[src/hw/rtl/gwlc_pkg.sv]
// Shared types and constants of the windowed gas level classifier.
`default_nettype none
package gwlc_pkg;

    localparam int SAMPLE_BITS    = 10;
    localparam int WINDOW_SAMPLES = 10;
    localparam int POS_BITS       = 4;
    localparam int HIT_BITS       = 4;
    localparam int THR_BITS       = 4;
    localparam int LEVEL_BITS     = 2;
    localparam int REPORT_BITS    = 9;
    localparam int CFG_IDX_BITS   = 8;
    localparam int CFG_DATA_BITS  = 10;
    localparam int S_TDATA_BITS   = 16;
    localparam int M_TDATA_BITS   = 24;

    localparam logic [HIT_BITS-1:0] HITS_MAX = '1;
    localparam logic [POS_BITS-1:0] WINDOW_LAST = POS_BITS'(WINDOW_SAMPLES);

    localparam logic [SAMPLE_BITS-1:0] OFFSET_RESET    = SAMPLE_BITS'(0);
    localparam logic [SAMPLE_BITS-1:0] LOW_LIM_RESET   = SAMPLE_BITS'(300);
    localparam logic [SAMPLE_BITS-1:0] HIGH_LIM_RESET  = SAMPLE_BITS'(600);
    localparam logic [THR_BITS-1:0]    THRESHOLD_RESET = THR_BITS'(7);

    typedef enum logic [CFG_IDX_BITS-1:0] {
        REG_ADC_OFFSET      = 8'd0,
        REG_LOW_BAND_LIMIT  = 8'd1,
        REG_HIGH_BAND_LIMIT = 8'd2,
        REG_VOTE_THRESHOLD  = 8'd3
    } t_cfg_reg;

    typedef enum logic [LEVEL_BITS-1:0] {
        LEVEL_CLEAN = 2'd0,
        LEVEL_MID   = 2'd1,
        LEVEL_HIGH  = 2'd2
    } t_level;

    typedef struct packed {
        logic [SAMPLE_BITS-1:0] adc_offset;
        logic [SAMPLE_BITS-1:0] low_band_limit;
        logic [SAMPLE_BITS-1:0] high_band_limit;
        logic [THR_BITS-1:0]    vote_threshold;
    } t_cfg;

    typedef struct packed {
        logic [SAMPLE_BITS-1:0] corrected_sample;
        logic [LEVEL_BITS-1:0]  alarm_level;
        logic [REPORT_BITS-1:0] reported_level;
        logic                   decision_tick;
    } t_result;

    function automatic logic [HIT_BITS-1:0] bump(input logic [HIT_BITS-1:0] count);
        return (count == HITS_MAX) ? HITS_MAX : count + HIT_BITS'(1);
    endfunction

    // v * 5 / 10 is v / 2; a 10-bit value halved always fits 9 bits
    function automatic logic [REPORT_BITS-1:0] halve(input logic [SAMPLE_BITS-1:0] v);
        return REPORT_BITS'(v >> 1);
    endfunction

endpackage
`default_nettype wire

[src/hw/rtl/windowed_gas_level_classifier.sv]
// Top level of the windowed gas level classifier.
// A sample passes the input register and then the result register before its result is offered.
// Throughput: one sample per cycle while the result side is ready; each sample yields exactly one result.
// Input ready follows the result side's ready combinationally through both registers.
// Synchronous active-low reset clears the window, counts, latched values,
// level and report, and loads the configuration register defaults.
`default_nettype none
module windowed_gas_level_classifier
    import gwlc_pkg::*;
(
    input  wire logic                     i_clk,
    input  wire logic                     i_rst_n,
    input  wire logic                     s_axis_tvalid,
    output      logic                     s_axis_tready,
    input  wire logic [S_TDATA_BITS-1:0]  s_axis_tdata,  // [9:0] raw_sample
    output      logic                     m_axis_tvalid,
    input  wire logic                     m_axis_tready,
    // [9:0] corrected_sample, [11:10] alarm_level, [20:12] reported_level
    output      logic [M_TDATA_BITS-1:0]  m_axis_tdata,
    output      logic                     m_axis_tlast,  // decision_tick
    input  wire logic                     i_cfg_valid,
    output      logic                     o_cfg_ready,
    input  wire logic [CFG_IDX_BITS-1:0]  i_cfg_index,
    input  wire logic [CFG_DATA_BITS-1:0] i_cfg_data
);

    t_cfg                   cfg;
    logic                   front_valid;
    logic [SAMPLE_BITS-1:0] front_corr;
    logic                   take;
    t_result                result;

    assign o_cfg_ready = 1'b1;

    gwlc_cfg u_cfg (
        .i_clk       (i_clk),
        .i_rst_n     (i_rst_n),
        .i_cfg_valid (i_cfg_valid),
        .i_cfg_index (i_cfg_index),
        .i_cfg_data  (i_cfg_data),
        .o_cfg       (cfg)
    );

    gwlc_front u_front (
        .i_clk        (i_clk),
        .i_rst_n      (i_rst_n),
        .i_adc_offset (cfg.adc_offset),
        .i_valid      (s_axis_tvalid),
        .i_raw        (s_axis_tdata[SAMPLE_BITS-1:0]),
        .o_ready      (s_axis_tready),
        .i_take       (take),
        .o_valid      (front_valid),
        .o_corr       (front_corr)
    );

    gwlc_window u_window (
        .i_clk    (i_clk),
        .i_rst_n  (i_rst_n),
        .i_cfg    (cfg),
        .i_valid  (front_valid),
        .i_corr   (front_corr),
        .o_take   (take),
        .o_valid  (m_axis_tvalid),
        .i_ready  (m_axis_tready),
        .o_result (result)
    );

    assign m_axis_tdata = {3'b000, result.reported_level, result.alarm_level,
                           result.corrected_sample};
    assign m_axis_tlast = result.decision_tick;

endmodule
`default_nettype wire

[src/hw/rtl/gwlc_cfg.sv]
// Configuration register file of the classifier.
`default_nettype none
module gwlc_cfg
    import gwlc_pkg::*;
(
    input  wire logic                     i_clk,
    input  wire logic                     i_rst_n,
    input  wire logic                     i_cfg_valid,
    input  wire logic [CFG_IDX_BITS-1:0]  i_cfg_index,
    input  wire logic [CFG_DATA_BITS-1:0] i_cfg_data,
    output      t_cfg                     o_cfg
);

    t_cfg r_cfg;
    t_cfg n_cfg;

    always_comb begin
        n_cfg = r_cfg;
        if (i_cfg_valid) begin
            case (i_cfg_index)
                REG_ADC_OFFSET:      n_cfg.adc_offset      = i_cfg_data;
                REG_LOW_BAND_LIMIT:  n_cfg.low_band_limit  = i_cfg_data;
                REG_HIGH_BAND_LIMIT: n_cfg.high_band_limit = i_cfg_data;
                REG_VOTE_THRESHOLD:  n_cfg.vote_threshold  = i_cfg_data[THR_BITS-1:0];
                default:             n_cfg = r_cfg;
            endcase
        end
    end

    always_ff @(posedge i_clk) begin
        if (!i_rst_n) begin
            r_cfg.adc_offset      <= OFFSET_RESET;
            r_cfg.low_band_limit  <= LOW_LIM_RESET;
            r_cfg.high_band_limit <= HIGH_LIM_RESET;
            r_cfg.vote_threshold  <= THRESHOLD_RESET;
        end else begin
            r_cfg <= n_cfg;
        end
    end

    assign o_cfg = r_cfg;

endmodule
`default_nettype wire

[src/hw/rtl/gwlc_front.sv]
// Input register with offset removal and clamp at zero.
`default_nettype none
module gwlc_front
    import gwlc_pkg::*;
(
    input  wire logic                   i_clk,
    input  wire logic                   i_rst_n,
    input  wire logic [SAMPLE_BITS-1:0] i_adc_offset,
    input  wire logic                   i_valid,
    input  wire logic [SAMPLE_BITS-1:0] i_raw,
    output      logic                   o_ready,
    input  wire logic                   i_take,
    output      logic                   o_valid,
    output      logic [SAMPLE_BITS-1:0] o_corr
);

    logic                   r_valid;
    logic [SAMPLE_BITS-1:0] r_corr;
    logic [SAMPLE_BITS-1:0] n_corr;

    assign n_corr  = (i_raw > i_adc_offset) ? i_raw - i_adc_offset : '0;
    assign o_ready = !r_valid || i_take;

    always_ff @(posedge i_clk) begin
        if (!i_rst_n) begin
            r_valid <= 1'b0;
        end else if (o_ready) begin
            r_valid <= i_valid;
        end
    end

    always_ff @(posedge i_clk) begin
        if (o_ready && i_valid) begin
            r_corr <= n_corr;
        end
    end

    assign o_valid = r_valid;
    assign o_corr  = r_corr;

endmodule
`default_nettype wire

[src/hw/rtl/gwlc_window.sv]
// Window state, band vote and result register.
`default_nettype none
module gwlc_window
    import gwlc_pkg::*;
(
    input  wire logic                   i_clk,
    input  wire logic                   i_rst_n,
    input  wire t_cfg                   i_cfg,
    input  wire logic                   i_valid,
    input  wire logic [SAMPLE_BITS-1:0] i_corr,
    output      logic                   o_take,
    output      logic                   o_valid,
    input  wire logic                   i_ready,
    output      t_result                o_result
);

    logic [POS_BITS-1:0]    r_pos,  n_pos;
    logic [HIT_BITS-1:0]    r_low_hits,  n_low_hits;
    logic [HIT_BITS-1:0]    r_mid_hits,  n_mid_hits;
    logic [HIT_BITS-1:0]    r_high_hits, n_high_hits;
    logic [SAMPLE_BITS-1:0] r_low_latest,  n_low_latest;
    logic [SAMPLE_BITS-1:0] r_mid_latest,  n_mid_latest;
    logic [SAMPLE_BITS-1:0] r_high_latest, n_high_latest;
    t_level                 r_level, n_level;
    logic [REPORT_BITS-1:0] r_report, n_report;
    logic                   r_out_valid;
    t_result                r_result, n_result;
    logic                   decide;
    logic                   step;

    assign o_take = !r_out_valid || i_ready;
    assign step   = i_valid && o_take;
    assign decide = (r_pos == WINDOW_LAST);

    always_comb begin
        n_pos         = r_pos + POS_BITS'(1);
        n_low_hits    = r_low_hits;
        n_mid_hits    = r_mid_hits;
        n_high_hits   = r_high_hits;
        n_low_latest  = r_low_latest;
        n_mid_latest  = r_mid_latest;
        n_high_latest = r_high_latest;
        n_level       = r_level;
        n_report      = r_report;
        if (decide) begin
            n_pos       = '0;
            n_low_hits  = '0;
            n_mid_hits  = '0;
            n_high_hits = '0;
            if (r_low_hits >= i_cfg.vote_threshold) begin
                n_level  = LEVEL_CLEAN;
                n_report = halve(r_low_latest);
            end else if (r_mid_hits >= i_cfg.vote_threshold) begin
                n_level  = LEVEL_MID;
                n_report = halve(r_mid_latest);
            end else if (r_high_hits >= i_cfg.vote_threshold) begin
                n_level  = LEVEL_HIGH;
                n_report = halve(r_high_latest);
            end
        end else if (i_corr <= i_cfg.low_band_limit) begin
            n_low_hits   = bump(r_low_hits);
            n_low_latest = i_corr;
        end else if (i_corr <= i_cfg.high_band_limit) begin
            n_mid_hits   = bump(r_mid_hits);
            n_mid_latest = i_corr;
        end else begin
            n_high_hits   = bump(r_high_hits);
            n_high_latest = i_corr;
        end
        n_result.corrected_sample = i_corr;
        n_result.alarm_level      = n_level;
        n_result.reported_level   = n_report;
        n_result.decision_tick    = decide;
    end

    always_ff @(posedge i_clk) begin
        if (!i_rst_n) begin
            r_pos         <= '0;
            r_low_hits    <= '0;
            r_mid_hits    <= '0;
            r_high_hits   <= '0;
            r_low_latest  <= '0;
            r_mid_latest  <= '0;
            r_high_latest <= '0;
            r_level       <= LEVEL_CLEAN;
            r_report      <= '0;
            r_out_valid   <= 1'b0;
        end else begin
            if (step) begin
                r_pos         <= n_pos;
                r_low_hits    <= n_low_hits;
                r_mid_hits    <= n_mid_hits;
                r_high_hits   <= n_high_hits;
                r_low_latest  <= n_low_latest;
                r_mid_latest  <= n_mid_latest;
                r_high_latest <= n_high_latest;
                r_level       <= n_level;
                r_report      <= n_report;
            end
            if (o_take) begin
                r_out_valid <= i_valid;
            end
        end
    end

    always_ff @(posedge i_clk) begin
        if (step) begin
            r_result <= n_result;
        end
    end

    assign o_valid  = r_out_valid;
    assign o_result = r_result;

endmodule
`default_nettype wire

[config.mk]
export PLATFORM = sky130hd
export DESIGN_NAME = windowed_gas_level_classifier
export DESIGN_NICKNAME = d
export VERILOG_FILES = /design/src/hw/rtl/gwlc_pkg.sv /design/src/hw/rtl/windowed_gas_level_classifier.sv /design/src/hw/rtl/gwlc_cfg.sv /design/src/hw/rtl/gwlc_front.sv /design/src/hw/rtl/gwlc_window.sv
export SDC_FILE = /design/constraint.sdc
export NUM_CORES = 1
export LEC_CHECK = 0
export BUFFER_PORTS_ARGS = -buffer_cell sky130_fd_sc_hd__clkbuf_2
export CAP_MARGIN = 20
export CORE_ASPECT_RATIO = 1.1
export CORE_MARGIN = 2
export CORE_UTILIZATION = 59
export DETAILED_ROUTE_END_ITERATION = 16
export PLACE_DENSITY = 0.8
export RECOVER_POWER = 100
export SETUP_SLACK_MARGIN = 0.15
export SYNTH_ARGS = -nofsm -noshare
export SYNTH_HDL_FRONTEND = slang
export SYNTH_SLANG_ARGS = --single-unit
[constraint.sdc]
create_clock -name i_clk -period 3.1 [get_ports i_clk]
set_clock_uncertainty 0.1 [all_clocks]
set_input_delay 0.62 -clock i_clk [delete_from_list [all_inputs] [get_ports i_clk]]
set_output_delay 0.62 -clock i_clk [all_outputs]
set_load 0.01 [all_outputs]
# Word level (Yosys, flattened, before mapping)
# Cells that the tools add are included.
[word_totals]
ff_bits = 125
in_bits = 39
output_inout_bits = 28
word_cells = 82
[classes]
add_sub_neg = 5
n_lt_le_gt_ge = 6
n_eq_ne = 9
mux = 20
bitwise = 3
n_reduce_logical = 19
[op_table]
columns = ["cell", "count"]
rows = [
  ["two-way mux 4 bit", 12],
  ["two-way mux 9 bit", 4],
  ["less-or-equal comparator 10 bit", 2],
  ["adder 4 x 1 -> 4 bit, second input constant", 4],
  ["== test 4 bit, second input constant", 4],
  ["== test 8 x 2 -> 1 bit, second input constant", 2],
  ["greater-or-equal comparator 4 bit", 3],
  ["> comparator 10 bit", 1],
  ["AND reduction 2 bit", 5],
  ["subtractor 10 bit", 1],
  ["AND reduction 3 bit", 3],
  ["== test 8 x 1 -> 1 bit, second input constant", 1],
  ["logical NOT 8 bit", 1],
  ["two-way mux 2 bit", 4],
  ["AND reduction 4 bit", 2],
  ["inequality test 2 x 1 -> 1 bit, second input constant", 2],
  ["nonzero test 2 bit", 2],
  ["NOT 1 bit", 3],
  ["logical AND 1 bit", 2],
  ["logical NOT 1 bit", 2],
  ["logical OR 1 bit", 2],
]

# Logic depth before layout (Yosys ltp)
# Gate-level depths: netlist (run 1).
[depth]
word_depth = 5
ltp_mapped = 11
ltp_nobuf = 10

# Modules after synthesis
# From an unflattened synthesis (run 1), not the netlist that was laid out.
[hier_totals]
hier_cells = 677
hier_area_um2 = 6545.0
[by_module_without_submodules]
columns = ["module", "n_inst", "cells_each", "area_each_um2", "seq_area_each_um2"]
rows = [
  ["gwlc_window", 1, 441, 4166.5, 1761.7],
  ["gwlc_cfg", 1, 136, 1401.3, 680.7],
  ["gwlc_front", 1, 94, 939.7, 320.3],
  ["windowed_gas_level_classifier", 1, 6, 37.5, 0.0],
]

# Worst setup path before layout (run 1)
# Ideal clock, no wire load.
[synth_timing]
kind = "in2reg"
start = "input s_axis_tdata[0]"
end = "register u_front.r_corr[2], in the netlist u_front.o_corr[2] (data pin)"
setup_time_ps = 257
t_arrival_ps = 2480
t_required_ps = 2743
setup_slack_ps = 263
path_stages = 11
n_path_buf = 1
path_cell_list = "inv_1 > ha_1 > inv_1 > fa_1 > a21o_1 > a21oi_1 > o21ai_0 > o41ai_1 > o31a_1 > buf_2 > nor2_1"
[synth_between]
elab_chain_len = 1
word_cells_on_any_way = 2
classes_between = "add/sub (1); order compare (1)"
[synth_rtl]
columns = ["item", "line", "text"]
rows = [
  ["from (decl)", "windowed_gas_level_classifier.sv:15", "input wire logic [S_TDATA_BITS-1:0] s_axis_tdata,"],
  ["subtractor 10 bit / > comparator 10 bit (equally long branches)", "gwlc_front.sv:21", "assign n_corr = (i_raw > i_adc_offset) ? i_raw - i_adc_offset : '0;"],
  ["to (signal assigned)", "gwlc_front.sv:34", "r_corr <= n_corr;"],
  ["to (decl)", "gwlc_front.sv:18", "logic [SAMPLE_BITS-1:0] r_corr;"],
]
# Several ways; a longest one is shown, not always the timed one.
# A chain may end at the register's enable or synchronous reset.

# Final worst setup path (run 1)
[layout_timing]
start = "register u_front.r_corr[5], in the netlist u_front.o_corr[5]"
end = "register u_window.r_low_latest[3]"
[layout_between]
elab_chain_len = 2
[layout_rtl]
columns = ["item", "line", "text"]
rows = [
  ["less-or-equal comparator 10 bit", "gwlc_window.sv:60", "end else if (i_corr <= i_cfg.low_band_limit) begin"],
  ["AND reduction 3 bit (no line)", "n/a", ""],
  ["to (signal assigned)", "gwlc_window.sv:94", "r_low_latest <= n_low_latest;"],
  ["to (decl)", "gwlc_window.sv:21", "logic [SAMPLE_BITS-1:0] r_low_latest, n_low_latest;"],
]
# Every way passes these cells.

==> results.py, run 1 <==
metrics = {
    "placement": {
        "portBuffers": 56,
        "gp_congestion": 0.881,
        "place_ws_ps": -27.2,
        "placed_cell_area_um2": 6720,
        "hpwl_mm": 10.5,
    },
    "sta": {
        "tightest_slew_ps": 1250,
        "drv_slew": 0,
        "rsz0062_at_grt": "no",
        "hold_viol_final": 0,
        "setup_slack_ps": 229,
        "setup_violations": 0,
        "finalCritPeriodShare": 0.926,
        "fmax_ghz": 0.348,
        "maxSlewHeadroom": 0.166,
        "holdWs_ps": 352,
        "period_needed_ps": 2870,
    },
    "synth": {
        "synth_seq_area_share": 0.438,
        "async_flop_share": 0,
        "avgSynthCellArea_um2": 8.98,
        "synthCells": 702,
        "yosysUniqueCellTypes": 64,
        "synth_edf_count": 32,
        "ys.flop_type": "dfxtp_1",
        "ys_seq_elements": 122,
        "synth_top_area_frac": 0.286,
        "synth_area_leaders": "dfxtp_1, edfxtp_1, ha_1, a21oi_1, mux2i_1",
        "yosysTopAreaCell": "dfxtp_1",
        "syn_area_um2": 6300,
        "yosysWarnings": 0,
    },
    "cts": {
        "h-tree-depth": 4,
        "cts_tree": "done",
        "root_buffer": "clkbuf_16",
        "cts.reportedPaths.clkPinSlew_ps": 50,
        "hold_buffers": 0,
        "cts_sinks": 122,
        "cts_made_buffers": 17,
        "insertion_delay_ps": 420,
        "clock_path_buffers": 2,
    },
    "layout": {
        "post-route-util": 0.700,
        "area_growth_pct": 15.4,
        "fill_cells": 809,
        "mostFrequentLayoutCells": "dfxtp_1, a21oi_1, nand2_1",
        "fin_area_um2": 7270,
        "mostFrequentLayoutCell": "dfxtp_1",
        "drive_above_1_share": 0.106,
        "nNetsFinal": 847,
        "num_antenna_cells": 0,
    },
    "critical_path": {
        "cp.arrival_ps": 3030,
        "crit_path_start_kind": "flip-flop",
        "rrSetupSlack_ps": 230,
        "path_class": "flip-flop to flip-flop",
        "required_ps": 3260,
        "endpoint_kind": "flip-flop",
        "path_max_fanout": 9,
    },
    "die": {
        "die_h_um": 112,
        "core_area_um2": 10400,
        "die_w_um": 103,
        "die_area_um2": 11500,
        "start_util": 0.606,
        "core.rowCount": 39,
        "ios": 67,
    },
    "routing": {
        "via_per_inst": 5.90,
        "drc": 0,
        "ant_nets": 0,
        "num_vias": 5413,
        "avgRoutedWirePerCell_um": 16.2,
        "drt_iter0_drc": 301,
        "first_pass_iters": 5,
        "routed_wl_mm": 14.8,
    },
    "status": {
        "status": "finished clean",
    },
    "min_path": {
        "min_path_type": "primary input to flip-flop",
    },
    "global_routing": {
        "grt_max_degree": 38,
        "grt.overflow.total": 0,
        "grt_pass1_vias": 5214,
        "antenna_found_initial": 0,
        "grt_use_total": 0.267,
        "grt_pass1_wl_mm": 24.0,
    },
    "pwr": {
        "irDropWorstVdd_mv": 0.368,
        "p_leak_nw": 2.86,
        "p_per_area_nw_per_um2": 565,
    },
    "job": {
        "cap_violations": 0,
    },
}
worst max-delay path, stage by stage (launching register included):
cell	delay, ps
edfxtp_1	530
ha_1	380
a21oi_1	150
o21ai_1	120
a2111oi_4	520
o211ai_1	280
clkbuf_2	350
mux2i_1	220
nor2_1	50
cells by family (layout without fill, tap and decap cells):
family | count (synthesis) | after routing | share of synthesized area
adders and majority gates | 46 | 46 | 0.0925
DFF | 122 | 122 | 0.438
and+or+nand+nor | 194 | 194 | 0.147
xor gates and xnor gates | 9 | 9 | 0.0125
AOI/OAI and AO/OA | 200 | 200 | 0.198
muxes | 26 | 26 | 0.0413
other | 2 | 4 | 0.00119
buffers and inverters | 103 | 174 | 0.0687
synth_stat cells, drive strengths merged, types with 2 or more instances:
cell type / instances
o21bai: 2
and4: 2
o41ai: 2
clkbuf: 22
nand3b: 3
nor3b: 3
nor3: 11
nor4: 2
dfxtp: 90
a211o: 2
a22oi: 9
and3: 4
conb: 2
inv: 65
nand2b: 10
or3: 3
nand2: 69
o221a: 2
o31a: 2
a211oi: 6
o211ai: 29
nand3: 26
buf: 15
edfxtp: 32
a21oi: 71
a2111oi: 2
a32o: 2
mux2i: 26
ha: 45
xor2: 4
o21a: 3
o21ai: 54
nand4: 5
nor2b: 4
xnor2: 5
nor2: 47
and2: 2
a31oi: 7
per-stage QoR:
stage / total power [mW] / instances / setup TNS, ps
after floorplan: 1.96 / 704 / 0
after global placement: 2.06 / 884 / 0
after detailed placement: 2.08 / 884 / -32.1
after CTS: 4.12 / 916 / 0
after global routing: 4.23 / 918 / 0
final: 4.11 / 918 / 0
per-layer routing:
layer / share of wire / track usage / vias up
li1: - / - / 2612
met1: 0.39 / 0.300 / 2525
met2: 0.52 / 0.460 / 226
met3: 0.055 / 0.0560 / 50
met4: 0.041 / 0.154 / 0
met5: 0 / 0 / -
final timing paths:
check,from,endpoint,depth (start not counted)
setup / recovery,u_front.o_corr[5]$_SDFFCE_PP0P_,u_window.r_low_latest[3]$_SDFFE_PN0P_,8
hold reg to reg,u_cfg.o_cfg[6]$_SDFFE_PN0P_,u_cfg.o_cfg[6]$_SDFFE_PN0P_,2
setup reg to reg,u_front.o_corr[5]$_SDFFCE_PP0P_,u_window.r_low_latest[3]$_SDFFE_PN0P_,8
hold / removal,s_axis_tvalid,u_front.o_valid$_SDFFE_PN0N_,3
registers in the layout, indices dropped and copies added, names as in the netlist:
name,cells
u_cfg.o_cfg,34
u_front.o_corr,10
u_front.o_valid,1
u_window.o_result,22
u_window.o_valid,1
u_window.r_high_hits,4
u_window.r_high_latest,9
u_window.r_level,2
u_window.r_low_hits,4
u_window.r_low_latest,9
u_window.r_mid_hits,4
u_window.r_mid_latest,9
u_window.r_pos,4
u_window.r_report,9
report_power, final:
| group | internal, mW | switching (mW) |
|---|---|---|
| clock network | 1.38 | 0.682 |
| registers | 1.69 | 0.0457 |
| logic | 0.119 | 0.195 |
layout make-up:
class | count | area, µm² | share of cell area
flip-flops and latches | 122 | 2760 | 0.380
clock buffers | 24 | 472 | 0.0648
inverters | 66 | 248 | 0.0341
clock inverters | 8 | 143 | 0.0196
multi-input cells | 479 | 3090 | 0.425
well taps | 143 | 179 | 0.0246
repair buffers | 76 | 379 | 0.0521
what timing repair did:
action | in CTS | in global routing
endpoints found under the setup margin | 0 | 2
gates resized for setup | 0 | 1
buffers inserted | 0 | 1
Note: power is estimated with default switching activity, not from simulation.
==> run 2, diff against run 1 <==
--- a/config.mk
+++ b/config.mk
@@ -7,7 +7,6 @@
 export LEC_CHECK = 0
 export BUFFER_PORTS_ARGS = -buffer_cell sky130_fd_sc_hd__clkbuf_2
 export CAP_MARGIN = 20
-export CORE_ASPECT_RATIO = 1.1
 export CORE_MARGIN = 2
 export CORE_UTILIZATION = 59
 export DETAILED_ROUTE_END_ITERATION = 16
==> results.py, run 2 (synthesis gave the netlist of run 1 again) <==
metrics = {
    "cts": {
        "clock_path_buffers": 2,
        "insertion_delay_ps": 520,
        "cts_sinks": 122,
        "hold_buffers": 0,
        "cts_made_buffers": 17,
        "cts.reportedPaths.clkPinSlew_ps": 60,
        "cts_tree": "done",
        "h-tree-depth": 4,
        "root_buffer": "clkbuf_8",
    },
    "pwr": {
        "p_per_area_nw_per_um2": 554,
        "p_leak_nw": 2.84,
        "irDropWorstVdd_mv": 0.366,
    },
    "layout": {
        "area_growth_pct": 14.8,
        "fin_area_um2": 7240,
        "num_antenna_cells": 0,
        "drive_above_1_share": 0.110,
        "post-route-util": 0.698,
        "largest_reg_flops": 34,
        "fill_cells": 804,
        "mostFrequentLayoutCells": "dfxtp_1, a21oi_1, nand2_1",
        "mostFrequentLayoutCell": "dfxtp_1",
        "nNetsFinal": 848,
    },
    "routing": {
        "first_pass_iters": 6,
        "drc": 0,
        "via_per_inst": 5.86,
        "routed_wl_mm": 14.9,
        "drt_iter0_drc": 292,
        "avgRoutedWirePerCell_um": 16.3,
        "ant_nets": 0,
        "num_vias": 5346,
    },
    "global_routing": {
        "grt_max_degree": 31,
        "grt_pass1_vias": 5311,
        "grt_pass1_wl_mm": 24.5,
        "grt.overflow.total": 0,
        "grt_use_total": 0.268,
        "antenna_found_initial": 0,
    },
    "critical_path": {
        "crit_path_start_kind": "flip-flop",
        "path_class": "flip-flop to flip-flop",
        "endpoint_kind": "flip-flop",
        "cp.arrival_ps": 3130,
        "path_max_fanout": 16,
        "required_ps": 3360,
    },
    "die": {
        "core_area_um2": 10400,
        "core.rowCount": 37,
        "die_w_um": 107,
        "die_area_um2": 11500,
        "die_h_um": 107,
        "ios": 67,
        "start_util": 0.608,
    },
    "sta": {
        "hold_viol_final": 0,
        "period_needed_ps": 2860,
        "setup_violations": 0,
        "drv_slew": 0,
        "fmax_ghz": 0.349,
        "rsz0062_at_grt": "yes",
        "tightest_slew_ps": 967,
        "finalCritPeriodShare": 0.924,
        "holdWs_ps": 246,
        "maxSlewHeadroom": 0.353,
    },
    "placement": {
        "gp_congestion": 0.902,
        "portBuffers": 56,
        "placed_cell_area_um2": 6720,
        "hpwl_mm": 10.8,
    },
    "status": {
        "status": "finished clean",
    },
    "min_path": {
        "min_path_type": "primary input to flip-flop",
    },
    "job": {
        "cap_violations": 0,
    },
}
-- run 2: cell types whose count changed in the layout (fill, tap and decap cells not counted), moves of 2 or more --
| cell | delta |
|---|---|
| clkbuf_1 | -3 |
| clkinv_4 | +3 |
| clkinvlp_4 | +2 |
| inv_6 | +2 |
-- run 2: metal layers --
metal / GRT usage / part of all wire / routed length, µm
met3: 0.0587 / 0.060 / 898
met1: 0.306 / 0.40 / 5950
met2: 0.476 / 0.51 / 7560
met4: 0.124 / 0.031 / 458
met5: 0 / 0 / 0
-- run 2: layout make-up --
type / instances / area, µm² / area share
repair buffers: 77 / 380 / 0.0526
multi-input cells: 479 / 3090 / 0.427
clock buffers: 18 / 418 / 0.0577
inverters: 66 / 248 / 0.0342
clock inverters: 14 / 171 / 0.0237
well taps: 136 / 170 / 0.0235
flip-flops and latches: 122 / 2760 / 0.382
-- run 2: metrics by stage --
step | setup TNS (ps) | setup slack [ps] | cells | power (mW)
global placement | 0 | 80.6 | 878 | 2.06
CTS | 0 | 316 | 910 | 4.03
finish | 0 | 236 | 912 | 4.01
global route | 0 | 79.9 | 912 | 4.13
detailed placement | -30.6 | -17.6 | 878 | 2.08
floorplan | 0 | 263 | 704 | 1.96
-- run 2: where the power goes --
| part | total, mW | switching [mW] | internal, mW |
|---|---|---|---|
| sequential | 1.73 | 0.0460 | 1.68 |
| combinational | 0.313 | 0.195 | 0.118 |
| clock | 1.96 | 0.736 | 1.23 |
-- run 2: final timing paths --
path,slack (ps),endpoint,startpoint,cells past startpoint
max,240,u_window.r_high_latest[5]$_SDFFE_PN0P_,u_front.o_corr[3]$_SDFFCE_PP0P_,8
min reg2reg,360,u_cfg.o_cfg[23]$_SDFFE_PN0P_,u_cfg.o_cfg[23]$_SDFFE_PN0P_,2
max reg2reg,240,u_window.r_high_latest[5]$_SDFFE_PN0P_,u_front.o_corr[3]$_SDFFCE_PP0P_,8
min,250,u_front.o_valid$_SDFFE_PN0N_,s_axis_tvalid,3
-- run 2: worst max-delay path, stage by stage (launching register included) --
cell and delay (ps):
edfxtp_1 540, ha_1 400, a21oi_1 70, o21ai_0 340
a2111oi_4 170, or3_1 480, buf_4 230, o21ai_0 250
a21oi_1 110
-- run 2: what timing repair did --
item                       CTS  global route
setup buffers                0             1
gates resized for setup      0             1
setup endpoints to repair    0             6
==> run 3, diff against run 2 <==
--- a/config.mk
+++ b/config.mk
@@ -10,6 +10,7 @@
 export CORE_MARGIN = 2
 export CORE_UTILIZATION = 59
 export DETAILED_ROUTE_END_ITERATION = 16
+export GPL_TIMING_DRIVEN = 0
 export PLACE_DENSITY = 0.8
 export RECOVER_POWER = 100
 export SETUP_SLACK_MARGIN = 0.15
==> results.py, run 3 (synthesis gave the netlist of run 1 again) <==
metrics = {
    "cts": {
        "cts_tree": "done",
        "cts_sinks": 122,
        "post_cts_resize_count": 1,
        "cts_made_buffers": 17,
        "cts.reportedPaths.clkPinSlew_ps": 60,
        "cts_setup_buffers": 0,
        "clock_path_buffers": 2,
        "hold_buffers": 0,
        "root_buffer": "clkbuf_8",
        "insertion_delay_ps": 530,
        "h-tree-depth": 4,
    },
    "layout": {
        "fin_area_um2": 7280,
        "post-route-util": 0.702,
        "largest_reg_flops": 34,
        "stdcell_count": 928,
        "nNetsFinal": 864,
        "area_growth_pct": 15.4,
        "mostFrequentLayoutCell": "dfxtp_1",
        "num_antenna_cells": 0,
        "drive_above_1_share": 0.107,
        "mostFrequentLayoutCells": "dfxtp_1, a21oi_1, nand2_1",
    },
    "die": {
        "die_h_um": 107,
        "start_util": 0.608,
        "ios": 67,
        "core.rowCount": 37,
        "die_w_um": 107,
        "core_area_um2": 10400,
        "die_area_um2": 11500,
    },
    "placement": {
        "dp.cells": 896,
        "portBuffers": 56,
        "place_ws_ps": -363,
        "gp_congestion": 0.927,
        "hpwl_mm": 11.2,
        "placed_cell_area_um2": 6760,
    },
    "sta": {
        "tightest_slew_ps": 714,
        "maxSlewHeadroom": 0.520,
        "setup_slack_ps": 304,
        "finalCritPeriodShare": 0.902,
        "drv_slew": 0,
        "rsz0062_at_grt": "no",
        "fmax_ghz": 0.358,
        "period_needed_ps": 2800,
        "hold_viol_final": 0,
        "setup_violations": 0,
    },
    "pwr": {
        "irDropWorstVdd_mv": 0.456,
        "pwr-share-seq": 0.438,
        "p_per_area_nw_per_um2": 543,
        "combinationalPowerShare": 0.082,
        "p_int_mw": 2.97,
        "p_leak_nw": 2.86,
        "power_switching_uw": 981,
        "p_total_mw": 3.95,
        "pwr-share-clk": 0.481,
        "swShare": 0.248,
    },
    "critical_path": {
        "path_max_fanout": 10,
        "cp.arrival_ps": 3170,
        "endpoint_kind": "flip-flop",
        "required_ps": 3480,
        "crit_path_start_kind": "flip-flop",
        "path_class": "flip-flop to flip-flop",
    },
    "routing": {
        "drt_iter0_drc": 351,
        "num_vias": 5516,
        "drc": 0,
        "via_per_inst": 5.94,
        "routed_wl_mm": 15.6,
        "ant_nets": 0,
        "first_pass_iters": 5,
        "avgRoutedWirePerCell_um": 16.8,
    },
    "global_routing": {
        "grt_max_degree": 31,
        "grt_pass1_wl_mm": 25.7,
        "antenna_found_initial": 0,
        "grt.overflow.total": 0,
        "grt_pass1_vias": 5432,
        "grt_use_total": 0.284,
    },
    "min_path": {
        "min_path_type": "primary input to flip-flop",
    },
    "job": {
        "cap_violations": 0,
    },
    "status": {
        "status": "finished clean",
    },
}
## run 3: worst paths after layout
| check | start | endpoint | slack (ps) | cells after the start |
|---|---|---|---|---|
| setup / recovery | u_front.o_corr[3]$_SDFFCE_PP0P_ | u_window.r_mid_hits[2]$_SDFFE_PN0P_ | 300 | 8 |
| hold / removal | s_axis_tvalid | u_front.o_valid$_SDFFE_PN0N_ | 250 | 3 |
| setup reg to reg | u_front.o_corr[3]$_SDFFCE_PP0P_ | u_window.r_mid_hits[2]$_SDFFE_PN0P_ | 300 | 8 |
| hold reg to reg | u_cfg.o_cfg[6]$_SDFFE_PN0P_ | u_cfg.o_cfg[6]$_SDFFE_PN0P_ | 360 | 2 |
## run 3: layout make-up
cell class	count	area, µm²
Timing Repair Buffer	56	249
Sequential cell	122	2760
Clock buffer	18	428
Clock inverter	14	145
Tap cell	136	170
Fill cell	829	3090
Multi-Input combinational cell	479	3100
Inverter	66	249
Buffer	37	173
## run 3: critical path, stage by stage, from the launching register on
cell	delay (ps)
edfxtp_1	520
ha_1	360
a21oi_1	170
o21ai_0	180
a2111o_1	490
nand3_1	150
clkbuf_1	390
o211a_1	220
o221a_2	170
## run 3: stage by stage
step	setup TNS, ps	hold slack, ps
finish	0	253
global route	0	280
CTS	0	256
detailed placement	-6170	349
global placement	-2360	341
floorplan	0	326
## run 3: power by group through the flow
stage               clock network, mW  logic [mW]  registers [mW]
floorplan                           0       0.209            1.75
global placement                    0       0.303            1.76
detailed placement                  0       0.318            1.76
CTS                              1.90       0.322            1.73
global route                     1.98       0.361            1.73
finish                           1.90       0.322            1.73
## run 3: per-layer routing
layer | track usage | up-vias | wire (µm)
li1 | - | 2645 | -
met1 | 0.332 | 2570 | 6140
met2 | 0.500 | 246 | 7840
met3 | 0.0545 | 55 | 1050
met4 | 0.136 | 0 | 532
met5 | 0 | - | 0
